<file path="src/design/flow_stats_rtp_jitter_defines.svh">
// assertion macros for the flow statistics block
// used by the top level and the divider, no other dependencies
`ifndef FLOW_STATS_RTP_JITTER_DEFINES_SVH
`define FLOW_STATS_RTP_JITTER_DEFINES_SVH

// generic clocked assertion with asynchronous active-low reset
`define FSRJ_ASSERT_CLK(label, clk, rst_n, prop, msg) \
  label: assert property (@(posedge clk) disable iff (!rst_n) prop) else $error(msg);

// shorthand on the usual clock and reset names
`define FSRJ_ASSERT(label, prop, msg) `FSRJ_ASSERT_CLK(label, clk_i, rst_ni, prop, msg)

`endif

</file>
<file path="src/design/fsrj_pkg.sv">
// shared constants, event codes and divider handshake types
// no dependencies
`default_nettype none

package fsrj_pkg;

  localparam int TIME_BITS_DEF  = 48;
  localparam int COUNT_BITS_DEF = 32;
  localparam int DSUM_BITS      = 64;
  localparam int OUT_CNT_BITS   = 32;
  localparam int BYTE_BITS      = 16;
  localparam int FUNC_BITS      = 2;
  localparam int JITTER_SHIFT   = 4;

  typedef enum logic [FUNC_BITS-1:0] {
    FUNC_TX  = 2'd0,
    FUNC_RX  = 2'd1,
    FUNC_CLR = 2'd2,
    FUNC_NOP = 2'd3
  } func_e;

  typedef struct packed {
    logic start;
  } div_ctrl_t;

  typedef struct packed {
    logic busy;
    logic done;
  } div_stat_t;

endpackage

`default_nettype wire

</file>
<file path="src/design/fsrj_if.sv">
// event and result channel interfaces, valid/ready handshake
// depends on fsrj_pkg
`default_nettype none

interface fsrj_evt_if #(
  parameter int TIME_BITS = fsrj_pkg::TIME_BITS_DEF
);
  logic                               valid;
  logic                               ready;
  logic [fsrj_pkg::FUNC_BITS-1:0]     func;
  logic [fsrj_pkg::BYTE_BITS-1:0]     byte_count;
  logic [TIME_BITS-1:0]               now_time;
  logic [TIME_BITS-1:0]               sent_time;

  modport source (output valid, func, byte_count, now_time, sent_time, input ready);
  modport sink   (input valid, func, byte_count, now_time, sent_time, output ready);
endinterface

interface fsrj_res_if #(
  parameter int TIME_BITS = fsrj_pkg::TIME_BITS_DEF
);
  logic                              valid;
  logic                              ready;
  logic [fsrj_pkg::OUT_CNT_BITS-1:0] tx_index;
  logic [fsrj_pkg::OUT_CNT_BITS-1:0] tx_packets;
  logic [fsrj_pkg::OUT_CNT_BITS-1:0] tx_bytes;
  logic [fsrj_pkg::OUT_CNT_BITS-1:0] rx_packets;
  logic [fsrj_pkg::OUT_CNT_BITS-1:0] rx_bytes;
  logic [fsrj_pkg::OUT_CNT_BITS-1:0] lost_packets;
  logic [TIME_BITS-1:0]              jitter;
  logic [TIME_BITS-1:0]              mean_delay;
  logic signed [TIME_BITS:0]         active_time;

  modport source (output valid, tx_index, tx_packets, tx_bytes, rx_packets, rx_bytes,
                  lost_packets, jitter, mean_delay, active_time, input ready);
  modport sink   (input valid, tx_index, tx_packets, tx_bytes, rx_packets, rx_bytes,
                  lost_packets, jitter, mean_delay, active_time, output ready);
endinterface

`default_nettype wire

</file>
<file path="src/design/fsrj_div.sv">
// radix-2 restoring divider, one quotient bit per cycle
// depends on fsrj_pkg and the assertion macro header
`default_nettype none

`include "flow_stats_rtp_jitter_defines.svh"

module fsrj_div #(
  parameter int NUM_BITS = fsrj_pkg::DSUM_BITS,
  parameter int DEN_BITS = fsrj_pkg::COUNT_BITS_DEF
) (
  input  logic                  clk_i,
  input  logic                  rst_ni,
  input  fsrj_pkg::div_ctrl_t   ctrl_i,
  input  logic [NUM_BITS-1:0]   num_i,
  input  logic [DEN_BITS-1:0]   den_i,
  output fsrj_pkg::div_stat_t   stat_o,
  output logic [NUM_BITS-1:0]   quo_o
);

  localparam int CNT_W = $clog2(NUM_BITS);

  logic                busy_q, done_q;
  logic [CNT_W-1:0]    cnt_q;
  logic [NUM_BITS-1:0] quo_q, quo_d;
  logic [DEN_BITS-1:0] rem_q, rem_d;
  logic [DEN_BITS-1:0] den_q;
  logic [DEN_BITS:0]   rem_sh;
  logic [DEN_BITS+1:0] trial;
  logic                fits;
  logic                last;

  // shift the next dividend bit into the partial remainder and try a subtract
  assign rem_sh = {rem_q, quo_q[NUM_BITS-1]};
  assign trial  = {1'b0, rem_sh} - {2'b00, den_q};
  assign fits   = ~trial[DEN_BITS+1];
  assign rem_d  = fits ? trial[DEN_BITS-1:0] : rem_sh[DEN_BITS-1:0];
  assign quo_d  = {quo_q[NUM_BITS-2:0], fits};
  assign last   = (cnt_q == '0);

  always_ff @(posedge clk_i or negedge rst_ni) begin
    if (!rst_ni) begin
      busy_q <= 1'b0;
      done_q <= 1'b0;
      cnt_q  <= '0;
    end else begin
      done_q <= busy_q & last;
      if (ctrl_i.start) begin
        busy_q <= 1'b1;
        cnt_q  <= CNT_W'(NUM_BITS - 1);
      end else if (busy_q) begin
        if (last) begin
          busy_q <= 1'b0;
        end
        cnt_q <= cnt_q - 1'b1;
      end
    end
  end

  always_ff @(posedge clk_i) begin
    if (ctrl_i.start) begin
      quo_q <= num_i;
      rem_q <= '0;
      den_q <= den_i;
    end else if (busy_q) begin
      quo_q <= quo_d;
      rem_q <= rem_d;
    end
  end

  assign stat_o.busy = busy_q;
  assign stat_o.done = done_q;
  assign quo_o       = quo_q;

  `FSRJ_ASSERT(a_div_start_idle, ctrl_i.start |-> !busy_q, "divider started while busy")
  `FSRJ_ASSERT(a_div_start_busy, ctrl_i.start |=> busy_q, "divider did not go busy")
  `FSRJ_ASSERT(a_div_last_done, busy_q && last && !ctrl_i.start |=> done_q && !busy_q,
               "divider missed its done pulse")

endmodule

`default_nettype wire

</file>
<file path="src/design/flow_stats_rtp_jitter.sv">
// Per-flow packet statistics with an RTP interarrival jitter estimate.
// Each accepted item is updated and then runs the radix-2 mean-delay divider (one quotient
// bit per cycle over 64 bits) before its result is registered; a receive first runs the
// bit-serial pass and four jitter steps. One item at a time: no new item is accepted until
// its result is loaded into the output register, which waits while the output stalls.
// Reset clears all counters, times, jitter and delay sum to zero and empties the output.
`default_nettype none

`include "flow_stats_rtp_jitter_defines.svh"

module flow_stats_rtp_jitter #(
  parameter int TIME_BITS  = fsrj_pkg::TIME_BITS_DEF,
  parameter int COUNT_BITS = fsrj_pkg::COUNT_BITS_DEF
) (
  input  logic      clk_i,
  input  logic      rst_ni,
  fsrj_evt_if.sink  evt_i,
  fsrj_res_if.source res_o
);

  // serial pass length: covers the 64-bit delay sum and the signed jitter difference
  localparam int SER_BITS = (TIME_BITS + 2 > fsrj_pkg::DSUM_BITS) ?
                            TIME_BITS + 2 : fsrj_pkg::DSUM_BITS;
  localparam int SCNT_W   = $clog2(SER_BITS);
  localparam int XW       = (COUNT_BITS > fsrj_pkg::OUT_CNT_BITS) ?
                            COUNT_BITS : fsrj_pkg::OUT_CNT_BITS;
  localparam int JS       = fsrj_pkg::JITTER_SHIFT;
  localparam int JROUND   = (1 << JS) - 1;
  localparam int DW       = fsrj_pkg::DSUM_BITS;
  localparam int OW       = fsrj_pkg::OUT_CNT_BITS;

  // one-hot sequencer states
  typedef enum logic [9:0] {
    S_IDLE  = 10'b0000000001,
    S_UPD   = 10'b0000000010,
    S_SER   = 10'b0000000100,
    S_MAG   = 10'b0000001000,
    S_JDIF  = 10'b0000010000,
    S_JSTEP = 10'b0000100000,
    S_JUPD  = 10'b0001000000,
    S_DIV   = 10'b0010000000,
    S_DWAIT = 10'b0100000000,
    S_OUT   = 10'b1000000000
  } state_e;

  // widen or trim a counter onto a result field
  function automatic logic [OW-1:0] to_out(input logic [COUNT_BITS-1:0] v);
    logic [XW-1:0] w;
    w = XW'(v);
    return w[OW-1:0];
  endfunction

  state_e state_q, state_d;

  // flow state
  logic [COUNT_BITS-1:0] tx_cnt_q, tx_byt_q, rx_cnt_q, rx_byt_q;
  logic [TIME_BITS-1:0]  first_tx_q, last_rx_q, last_stamp_q, jit_q;
  logic [DW-1:0]         dsum_q;

  // captured item
  fsrj_pkg::func_e       func_q;
  logic [COUNT_BITS-1:0] bytes_q;
  logic [TIME_BITS-1:0]  now_q, sent_q;

  // bit-serial operands and results, lsb first
  logic [SER_BITS-1:0]   now_sh_q, sent_sh_q, rx_sh_q, stamp_sh_q, dsum_sh_q;
  logic [SER_BITS-1:0]   d_sh_q, cand_sh_q;
  logic                  ca_q, cb_q, bd_q, bw_q, cc_q;
  logic [SCNT_W-1:0]     scnt_q;

  // jitter update pipeline
  logic [TIME_BITS-1:0]  mag_q, jd_q, step_q;
  logic                  ge_q;

  // output register
  logic                  out_valid_q, out_valid_d, out_load;
  logic [OW-1:0]         o_txi_q, o_txp_q, o_txb_q, o_rxp_q, o_rxb_q, o_lost_q;
  logic [TIME_BITS-1:0]  o_jit_q, o_mean_q;
  logic [TIME_BITS:0]    o_act_q;

  // divider
  fsrj_pkg::div_ctrl_t   div_ctrl;
  fsrj_pkg::div_stat_t   div_stat;
  logic [DW-1:0]         quo;

  // serial bit slice
  logic a_b, ca_d, b_b, cb_d, d_b, bd_d, dl_b, bw_d, c_b, cc_d;
  logic n_b, s_b, r_b, t_b, z_b;

  // wide combinational helpers
  logic [COUNT_BITS-1:0] tx_inc;
  logic [SER_BITS-1:0]   abs_v;
  logic [TIME_BITS-1:0]  mag_d;
  logic [TIME_BITS:0]    sub_mj;
  logic [TIME_BITS:0]    rnd;
  logic [COUNT_BITS-1:0] lost_v;
  logic [TIME_BITS-1:0]  mean_v;
  logic [TIME_BITS:0]    act_v;
  logic                  ser_last;

  assign evt_i.ready = (state_q == S_IDLE);

  // ---------------------------------------------------------------------------
  // serial slice: a = now + stamp, b = rx + sent, d = a - b (signed jitter delta),
  // and candidate delay sum = dsum + (now - sent); the final borrow of now - sent
  // tells whether the delay was negative and the candidate is thrown away
  // ---------------------------------------------------------------------------
  assign n_b  = now_sh_q[0];
  assign s_b  = sent_sh_q[0];
  assign r_b  = rx_sh_q[0];
  assign t_b  = stamp_sh_q[0];
  assign z_b  = dsum_sh_q[0];

  assign a_b  = n_b ^ t_b ^ ca_q;
  assign ca_d = (n_b & t_b) | (ca_q & (n_b ^ t_b));
  assign b_b  = r_b ^ s_b ^ cb_q;
  assign cb_d = (r_b & s_b) | (cb_q & (r_b ^ s_b));
  assign d_b  = a_b ^ b_b ^ bd_q;
  assign bd_d = (~a_b & b_b) | (~(a_b ^ b_b) & bd_q);
  assign dl_b = n_b ^ s_b ^ bw_q;
  assign bw_d = (~n_b & s_b) | (~(n_b ^ s_b) & bw_q);
  assign c_b  = z_b ^ dl_b ^ cc_q;
  assign cc_d = (z_b & dl_b) | (cc_q & (z_b ^ dl_b));

  assign ser_last = (scnt_q == SCNT_W'(SER_BITS - 1));

  // magnitude of the delta, saturated onto the time width
  assign abs_v = d_sh_q[SER_BITS-1] ? (~d_sh_q + 1'b1) : d_sh_q;
  assign mag_d = (|abs_v[SER_BITS-1:TIME_BITS]) ? '1 : abs_v[TIME_BITS-1:0];

  // jitter: sign of mag - j, then the rounded step toward mag
  assign sub_mj = {1'b0, mag_q} - {1'b0, jit_q};
  assign rnd    = {1'b0, jd_q} + (TIME_BITS + 1)'(JROUND);

  assign tx_inc = tx_cnt_q + 1'b1;

  // result fields
  assign lost_v = ((tx_cnt_q != '0) && (tx_cnt_q >= rx_cnt_q)) ? (tx_cnt_q - rx_cnt_q) : '0;
  assign mean_v = (rx_cnt_q == '0) ? '0 :
                  ((|quo[DW-1:TIME_BITS]) ? '1 : quo[TIME_BITS-1:0]);
  assign act_v  = (rx_cnt_q == '0) ? '0 : ({1'b0, last_rx_q} - {1'b0, first_tx_q});

  // the output slot takes the result once it is empty or being emptied
  assign out_load    = (state_q == S_OUT) && (!out_valid_q || res_o.ready);
  assign out_valid_d = out_load | (out_valid_q & ~res_o.ready);

  // ---------------------------------------------------------------------------
  // sequencer
  // ---------------------------------------------------------------------------
  always_comb begin
    state_d        = state_q;
    div_ctrl.start = 1'b0;
    case (state_q)
      S_IDLE: begin
        if (evt_i.valid) begin
          state_d = S_UPD;
        end
      end
      S_UPD: begin
        state_d = (func_q == fsrj_pkg::FUNC_RX) ? S_SER : S_DIV;
      end
      S_SER: begin
        if (ser_last) begin
          state_d = S_MAG;
        end
      end
      S_MAG:   state_d = S_JDIF;
      S_JDIF:  state_d = S_JSTEP;
      S_JSTEP: state_d = S_JUPD;
      S_JUPD:  state_d = S_DIV;
      S_DIV: begin
        div_ctrl.start = 1'b1;
        state_d        = S_DWAIT;
      end
      S_DWAIT: begin
        if (div_stat.done) begin
          state_d = S_OUT;
        end
      end
      S_OUT: begin
        if (out_load) begin
          state_d = S_IDLE;
        end
      end
      default: state_d = S_IDLE;
    endcase
  end

  // ---------------------------------------------------------------------------
  // flow state and control registers
  // ---------------------------------------------------------------------------
  always_ff @(posedge clk_i or negedge rst_ni) begin
    if (!rst_ni) begin
      state_q      <= S_IDLE;
      tx_cnt_q     <= '0;
      tx_byt_q     <= '0;
      rx_cnt_q     <= '0;
      rx_byt_q     <= '0;
      first_tx_q   <= '0;
      last_rx_q    <= '0;
      last_stamp_q <= '0;
      jit_q        <= '0;
      dsum_q       <= '0;
      scnt_q       <= '0;
      out_valid_q  <= 1'b0;
    end else begin
      state_q     <= state_d;
      out_valid_q <= out_valid_d;
      case (state_q)
        S_UPD: begin
          scnt_q <= '0;
          case (func_q)
            fsrj_pkg::FUNC_TX: begin
              tx_cnt_q <= tx_inc;
              tx_byt_q <= tx_byt_q + bytes_q;
              // first transmit, also after the counter wraps round
              if (tx_inc == COUNT_BITS'(1)) begin
                first_tx_q <= now_q;
              end
            end
            fsrj_pkg::FUNC_RX: begin
              rx_cnt_q     <= rx_cnt_q + 1'b1;
              rx_byt_q     <= rx_byt_q + bytes_q;
              // old values already copied into the serial operands
              last_rx_q    <= now_q;
              last_stamp_q <= sent_q;
            end
            fsrj_pkg::FUNC_CLR: begin
              tx_cnt_q     <= '0;
              tx_byt_q     <= '0;
              rx_cnt_q     <= '0;
              rx_byt_q     <= '0;
              jit_q        <= '0;
              dsum_q       <= '0;
              first_tx_q   <= now_q;
              last_rx_q    <= now_q;
              last_stamp_q <= now_q;
            end
            fsrj_pkg::FUNC_NOP: begin
              // unused kind only reports
            end
            default: begin
            end
          endcase
        end
        S_SER: begin
          scnt_q <= scnt_q + 1'b1;
        end
        S_MAG: begin
          // negative delay adds nothing
          if (!bw_q) begin
            dsum_q <= cand_sh_q[DW-1:0];
          end
        end
        S_JUPD: begin
          jit_q <= ge_q ? (jit_q + step_q) : (jit_q - step_q);
        end
        default: begin
        end
      endcase
    end
  end

  // ---------------------------------------------------------------------------
  // item capture, serial datapath, jitter pipeline and output payload
  // ---------------------------------------------------------------------------
  always_ff @(posedge clk_i) begin
    if (evt_i.valid && evt_i.ready) begin
      func_q  <= fsrj_pkg::func_e'(evt_i.func);
      bytes_q <= COUNT_BITS'(evt_i.byte_count);
      now_q   <= evt_i.now_time;
      sent_q  <= evt_i.sent_time;
    end

    case (state_q)
      S_UPD: begin
        now_sh_q   <= SER_BITS'(now_q);
        sent_sh_q  <= SER_BITS'(sent_q);
        rx_sh_q    <= SER_BITS'(last_rx_q);
        stamp_sh_q <= SER_BITS'(last_stamp_q);
        dsum_sh_q  <= SER_BITS'(dsum_q);
        ca_q       <= 1'b0;
        cb_q       <= 1'b0;
        bd_q       <= 1'b0;
        bw_q       <= 1'b0;
        cc_q       <= 1'b0;
      end
      S_SER: begin
        now_sh_q   <= {1'b0, now_sh_q[SER_BITS-1:1]};
        sent_sh_q  <= {1'b0, sent_sh_q[SER_BITS-1:1]};
        rx_sh_q    <= {1'b0, rx_sh_q[SER_BITS-1:1]};
        stamp_sh_q <= {1'b0, stamp_sh_q[SER_BITS-1:1]};
        dsum_sh_q  <= {1'b0, dsum_sh_q[SER_BITS-1:1]};
        d_sh_q     <= {d_b, d_sh_q[SER_BITS-1:1]};
        cand_sh_q  <= {c_b, cand_sh_q[SER_BITS-1:1]};
        ca_q       <= ca_d;
        cb_q       <= cb_d;
        bd_q       <= bd_d;
        bw_q       <= bw_d;
        cc_q       <= cc_d;
      end
      S_MAG: begin
        mag_q <= mag_d;
      end
      S_JDIF: begin
        ge_q <= ~sub_mj[TIME_BITS];
        jd_q <= sub_mj[TIME_BITS] ? (jit_q - mag_q) : sub_mj[TIME_BITS-1:0];
      end
      S_JSTEP: begin
        // a fall's difference is biased up before the logical shift, so its step rounds away from zero
        step_q <= ge_q ? (jd_q >> JS) : TIME_BITS'(rnd >> JS);
      end
      default: begin
      end
    endcase

    if (out_load) begin
      o_txi_q  <= to_out(tx_cnt_q - 1'b1);
      o_txp_q  <= to_out(tx_cnt_q);
      o_txb_q  <= to_out(tx_byt_q);
      o_rxp_q  <= to_out(rx_cnt_q);
      o_rxb_q  <= to_out(rx_byt_q);
      o_lost_q <= to_out(lost_v);
      o_jit_q  <= jit_q;
      o_mean_q <= mean_v;
      o_act_q  <= act_v;
    end
  end

  // mean delay divider
  fsrj_div #(
    .NUM_BITS (DW),
    .DEN_BITS (COUNT_BITS)
  ) u_div (
    .clk_i  (clk_i),
    .rst_ni (rst_ni),
    .ctrl_i (div_ctrl),
    .num_i  (dsum_q),
    .den_i  (rx_cnt_q),
    .stat_o (div_stat),
    .quo_o  (quo)
  );

  assign res_o.valid        = out_valid_q;
  assign res_o.tx_index     = o_txi_q;
  assign res_o.tx_packets   = o_txp_q;
  assign res_o.tx_bytes     = o_txb_q;
  assign res_o.rx_packets   = o_rxp_q;
  assign res_o.rx_bytes     = o_rxb_q;
  assign res_o.lost_packets = o_lost_q;
  assign res_o.jitter       = o_jit_q;
  assign res_o.mean_delay   = o_mean_q;
  assign res_o.active_time  = $signed(o_act_q);

  `FSRJ_ASSERT(a_accept_upd, evt_i.valid && evt_i.ready |=> state_q == S_UPD,
               "accepted item did not start an update")
  `FSRJ_ASSERT(a_ser_end, state_q == S_SER && ser_last |=> state_q == S_MAG,
               "serial pass overran its length")
  `FSRJ_ASSERT(a_div_done, div_stat.done |-> state_q == S_DWAIT,
               "divider finished outside its wait state")
  `FSRJ_ASSERT(a_out_load, out_load |=> out_valid_q && state_q == S_IDLE,
               "result not held after loading")

endmodule

`default_nettype wire

</file>
<file path="src/flat_wrapper.sv">
// flat-port wrapper written by rule: the top's interface ports become plain ports
module flow_stats_rtp_jitter_flat 
#(
  parameter int TIME_BITS  = fsrj_pkg::TIME_BITS_DEF,
  parameter int COUNT_BITS = fsrj_pkg::COUNT_BITS_DEF
)
  (clk_i, rst_ni, evt_i_valid, evt_i_func, evt_i_byte_count, evt_i_now_time, evt_i_sent_time, evt_i_ready, res_o_valid, res_o_tx_index, res_o_tx_packets, res_o_tx_bytes, res_o_rx_packets, res_o_rx_bytes, res_o_lost_packets, res_o_jitter, res_o_mean_delay, res_o_active_time, res_o_ready);
  fsrj_evt_if #(.TIME_BITS(TIME_BITS)) evt_i_i ();
  fsrj_res_if #(.TIME_BITS(TIME_BITS)) res_o_i ();
  input  logic clk_i;
  input  logic rst_ni;
  input wire logic [$bits(evt_i_i.valid)-1:0] evt_i_valid;
  input wire logic [$bits(evt_i_i.func)-1:0] evt_i_func;
  input wire logic [$bits(evt_i_i.byte_count)-1:0] evt_i_byte_count;
  input wire logic [$bits(evt_i_i.now_time)-1:0] evt_i_now_time;
  input wire logic [$bits(evt_i_i.sent_time)-1:0] evt_i_sent_time;
  output wire logic [$bits(evt_i_i.ready)-1:0] evt_i_ready;
  output wire logic [$bits(res_o_i.valid)-1:0] res_o_valid;
  output wire logic [$bits(res_o_i.tx_index)-1:0] res_o_tx_index;
  output wire logic [$bits(res_o_i.tx_packets)-1:0] res_o_tx_packets;
  output wire logic [$bits(res_o_i.tx_bytes)-1:0] res_o_tx_bytes;
  output wire logic [$bits(res_o_i.rx_packets)-1:0] res_o_rx_packets;
  output wire logic [$bits(res_o_i.rx_bytes)-1:0] res_o_rx_bytes;
  output wire logic [$bits(res_o_i.lost_packets)-1:0] res_o_lost_packets;
  output wire logic [$bits(res_o_i.jitter)-1:0] res_o_jitter;
  output wire logic [$bits(res_o_i.mean_delay)-1:0] res_o_mean_delay;
  output wire logic [$bits(res_o_i.active_time)-1:0] res_o_active_time;
  input wire logic [$bits(res_o_i.ready)-1:0] res_o_ready;
  assign evt_i_i.valid = evt_i_valid;
  assign evt_i_i.func = evt_i_func;
  assign evt_i_i.byte_count = evt_i_byte_count;
  assign evt_i_i.now_time = evt_i_now_time;
  assign evt_i_i.sent_time = evt_i_sent_time;
  assign evt_i_ready = evt_i_i.ready;
  assign res_o_valid = res_o_i.valid;
  assign res_o_tx_index = res_o_i.tx_index;
  assign res_o_tx_packets = res_o_i.tx_packets;
  assign res_o_tx_bytes = res_o_i.tx_bytes;
  assign res_o_rx_packets = res_o_i.rx_packets;
  assign res_o_rx_bytes = res_o_i.rx_bytes;
  assign res_o_lost_packets = res_o_i.lost_packets;
  assign res_o_jitter = res_o_i.jitter;
  assign res_o_mean_delay = res_o_i.mean_delay;
  assign res_o_active_time = res_o_i.active_time;
  assign res_o_i.ready = res_o_ready;
  flow_stats_rtp_jitter #(.TIME_BITS(TIME_BITS), .COUNT_BITS(COUNT_BITS)) u_core (.clk_i(clk_i), .rst_ni(rst_ni), .evt_i(evt_i_i), .res_o(res_o_i));
endmodule
</file>
<file path="config.mk">
export PLATFORM = sky130hd
export DESIGN_NAME = flow_stats_rtp_jitter_flat
export DESIGN_NICKNAME = d
export VERILOG_FILES = /design/src/design/fsrj_pkg.sv /design/src/design/fsrj_if.sv /design/src/design/fsrj_div.sv /design/src/design/flow_stats_rtp_jitter.sv /design/src/flat_wrapper.sv
export VERILOG_INCLUDE_DIRS = /design/src /design/src/design
export SDC_FILE = /design/constraint.sdc
export NUM_CORES = 2
export LEC_CHECK = 0
export BUFFER_PORTS_ARGS = -buffer_cell sky130_fd_sc_hd__buf_2
export CAP_MARGIN = 20
export CORE_ASPECT_RATIO = 0.7
export CORE_UTILIZATION = 61
export DETAILED_ROUTE_END_ITERATION = 6
export HOLD_SLACK_MARGIN = 0.05
export PLACE_DENSITY = 0.8
export SKIP_CTS_REPAIR_TIMING = 1
export SYNTH_ARGS = -nofsm -noshare
export SYNTH_HDL_FRONTEND = slang
export SYNTH_HIERARCHICAL = 1
export SYNTH_SLANG_ARGS = --single-unit
</file>
<file path="constraint.sdc">
create_clock -name clk_i -period 67.5 [get_ports clk_i]
set_input_delay 3.375 -clock clk_i [delete_from_list [all_inputs] [get_ports clk_i]]
set_output_delay 3.375 -clock clk_i [all_outputs]
set_load 0.01 [all_outputs]
</file>
==> results_dict.tcl <==
set metrics [dict create \
    clk_latency_ns 0.81 \
    chipWidth_um 422.9 \
    run_status "completed" \
    slew_worst_pin_ns 1.133 \
    buffer_ports.inserted 456 \
    net_count_synth 7509 \
    timing.final.max_slew_violations 0 \
    num-nets-final 7864 \
    cell_internal_pwr_mw 2.025 \
    place.detailed.hpwl_mm 128.7 \
    swShare 0.3365 \
    num_vias 54580 \
    maxUsedRoutingLayer "met5" \
    fp-row-count 107 \
    synth.cell_area_um2 75640 \
    critical_path_required_time_ns 64.12 \
    worst_setup_path_start_kind "register" \
    multi_input_comb_area_um2 30080 \
    power.leakage_nw 35.71 \
    max-cap-violations 0 \
    combPwrFrac 0.302 \
    die-area_um2 125400 \
    unrepaired_setup_endpoints_after_global_routing "false" \
    grt_max_degree 144 \
    final.setup.worst_slack_ns 60.96 \
    cts.sink_count 1519 \
    reg2reg_depth 20 \
    drive_gt1_frac 0.1208 \
    p_per_area_nw_per_um2 36.31 \
    slew-limit-headroom 0.2448 \
    stdcell_count 9181 \
    drcViolationCount 0 \
    worstReg2RegStart "u_core/step_q[6]" \
    post_synth_inst_count 7067 \
    startpoint "u_core/state_q[6]" \
    cp.arrival_ns 3.17 \
    clock_transition_at_path_regs_ns 0.06 \
    route.detailed.vias_per_inst 5.945 \
    h-tree-depth 4 \
    wire_length_of_the_first_global_routing_pass_mm 288.3 \
    timing.critical_path.slowest_cell_delay_ns 0.66 \
    clock-skew-final_ns 0.04202 \
    wl_met1_mm 83.98 \
    wire_per_inst_um 20.23 \
    vdd.ir_drop.worst_mv 0.04368 \
    ant_nets 0 \
    final_core_util 0.6870 \
    die_height_um 296.6 \
    seqPwrFrac 0.434 \
    timing.critical_path.fanout_max 9 \
    grt_overflow_total 0 \
    slack_of_the_worst_reg_to_reg_path_ns 62.02 \
    drt-total-wl_mm 185.7 \
    cts.path.max_buffers 3 \
    drt_pre_antenna_iters 6 \
    p_sw_mw 1.027 \
    place_inst 8909 \
    cts_root_buf "clkbuf_16" \
    slowest_stage "nor3b_1" \
    clock_power_share 0.264 \
    via_count_of_the_first_global_routing_pass 51510 \
    reg_area_um2 43250 \
    num-fill-cells 8923 \
    dp_worst_setup_slack_ns 61.43 \
    critical_path_class "register to output port" \
    cts_buffers 144 \
    regToRegEndpoint "u_core/jit_q[47]" \
    fin_setup_tns_ns 0 \
    synth.avg_cell_area_um2 10.70 \
    yosysWarnings 6 \
    wl_met3_mm 13.69 \
    cp_cell_sequence "nor2_1 > nand2_1 > or2_2 > or3_1 > nor3b_1 > buf_2" \
    post-route-min-period_ns 6.542 \
    endpoint_kind "output port" \
    tritoncts "built" \
    floorplan.initialDensity 0.6182 \
    achievable-frequency_ghz 0.1529 \
    syn2layout_area_growth_pct 11.14 \
    setup_viol_count_final 0 \
    pin_count 457 \
    met2RoutedLength_mm 82.37 \
    antenna_found_initial 4 \
    min_period_over_period 0.09692 \
    detailedRoute.firstIterationViolations 5460 \
    number_of_hold_slack_violations_in_the_final_timing_report 0 \
    critical_path.endpoint "evt_i_ready" \
    timing.hold.worst.class "register to register" \
    globalRouteTotalUtil 0.2932 \
    gp_congestion 0.9504 \
    design.core.area_um2 122400 \
]
-- registers in the layout, indices dropped and copies added (netlist names), 45 cells and up --
| name | flops |
|---|---|
| u_core/cand_sh_q | 64 |
| u_core/d_sh_q | 64 |
| u_core/dsum_q | 64 |
| u_core/dsum_sh_q | 64 |
| u_core/first_tx_q | 48 |
| u_core/jd_q | 48 |
| u_core/jit_q | 48 |
| u_core/last_rx_q | 48 |
| u_core/last_stamp_q | 48 |
| u_core/mag_q | 48 |
| u_core/now_q | 48 |
| u_core/now_sh_q | 48 |
| u_core/res_o.active_time | 49 |
| u_core/res_o.jitter | 48 |
| u_core/res_o.mean_delay | 48 |
| u_core/rx_sh_q | 48 |
| u_core/sent_q | 48 |
| u_core/sent_sh_q | 48 |
| u_core/stamp_sh_q | 48 |
| u_core/step_q | 45 |
| u_core/u_div/quo_o | 64 |
-- cells in the final DEF, fill, tap and decap left out, drive strengths merged, types with 199 or more instances in the layout --
cell type     n
xor2        214
clkbuf      199
o21ai       364
buf         514
nand2      1474
edfxtp     1078
inv         336
ha          311
a21oi       344
xnor2       226
nor2        467
dfrtp       408
-- worst min path at each step --
stage / startpoint / end / slack, ns / depth (start not counted)
after floorplan: u_core/cand_sh_q[1] / u_core/cand_sh_q[0] / 0.43 / 0
after global routing: u_core/cand_sh_q[57] / u_core/cand_sh_q[56] / 0.45 / 0
after global placement: u_core/cand_sh_q[12] / u_core/cand_sh_q[11] / 0.43 / 0
after detailed placement: u_core/cand_sh_q[50] / u_core/cand_sh_q[49] / 0.43 / 0
after CTS: u_core/cand_sh_q[57] / u_core/cand_sh_q[56] / 0.44 / 0
final: u_core/cand_sh_q[57] / u_core/cand_sh_q[56] / 0.44 / 0
-- power by group through the flow --
| stage | Clock (mW) | Combinational (mW) | Sequential, mW |
|---|---|---|---|
| floorplan | 0 | 0.678 | 1.32 |
| global placement | 0 | 0.873 | 1.33 |
| detailed placement | 0 | 0.900 | 1.34 |
| CTS | 0.819 | 0.910 | 1.32 |
| global route | 0.853 | 1.01 | 1.34 |
| finish | 0.805 | 0.922 | 1.33 |
-- per-stage QoR --
step / hold slack [ns] / total power [mW] / cell area, um^2
after floorplan: 0.4260 / 1.997 / 75640
final: 0.4429 / 3.052 / 84070
after detailed placement: 0.4327 / 2.239 / 79350
after CTS: 0.4414 / 3.052 / 84020
after global routing: 0.4541 / 3.209 / 84060
after global placement: 0.4284 / 2.206 / 79350
-- cell type report --
cell class | instances | share of cell area
Clock inverter | 69 | 0.008528
Multi-Input combinational cell | 4915 | 0.3578
Antenna cell | 2 | 0.00005953
Timing Repair Buffer | 514 | 0.03313
Inverter | 328 | 0.01467
Clock buffer | 199 | 0.04702
Tap cell | 1635 | 0.02433
Sequential cell | 1519 | 0.5144
-- critical path, delay by kind of cell, from the launching register on --
kind / cells / cell delay [ns]
buffers and inverters: 1 / 0.27
DFF: 1 / 0.46
and+or+nand+nor: 5 / 1.65
-- metal layers --
| metal | GRT usage | vias up |
|---|---|---|
| li1 | - | 25670 |
| met1 | 0.4363 | 26500 |
| met2 | 0.4403 | 2116 |
| met3 | 0.04550 | 297 |
| met4 | 0.1025 | 4 |
| met5 | 0 | - |
Power figures use the tool's default switching activity.
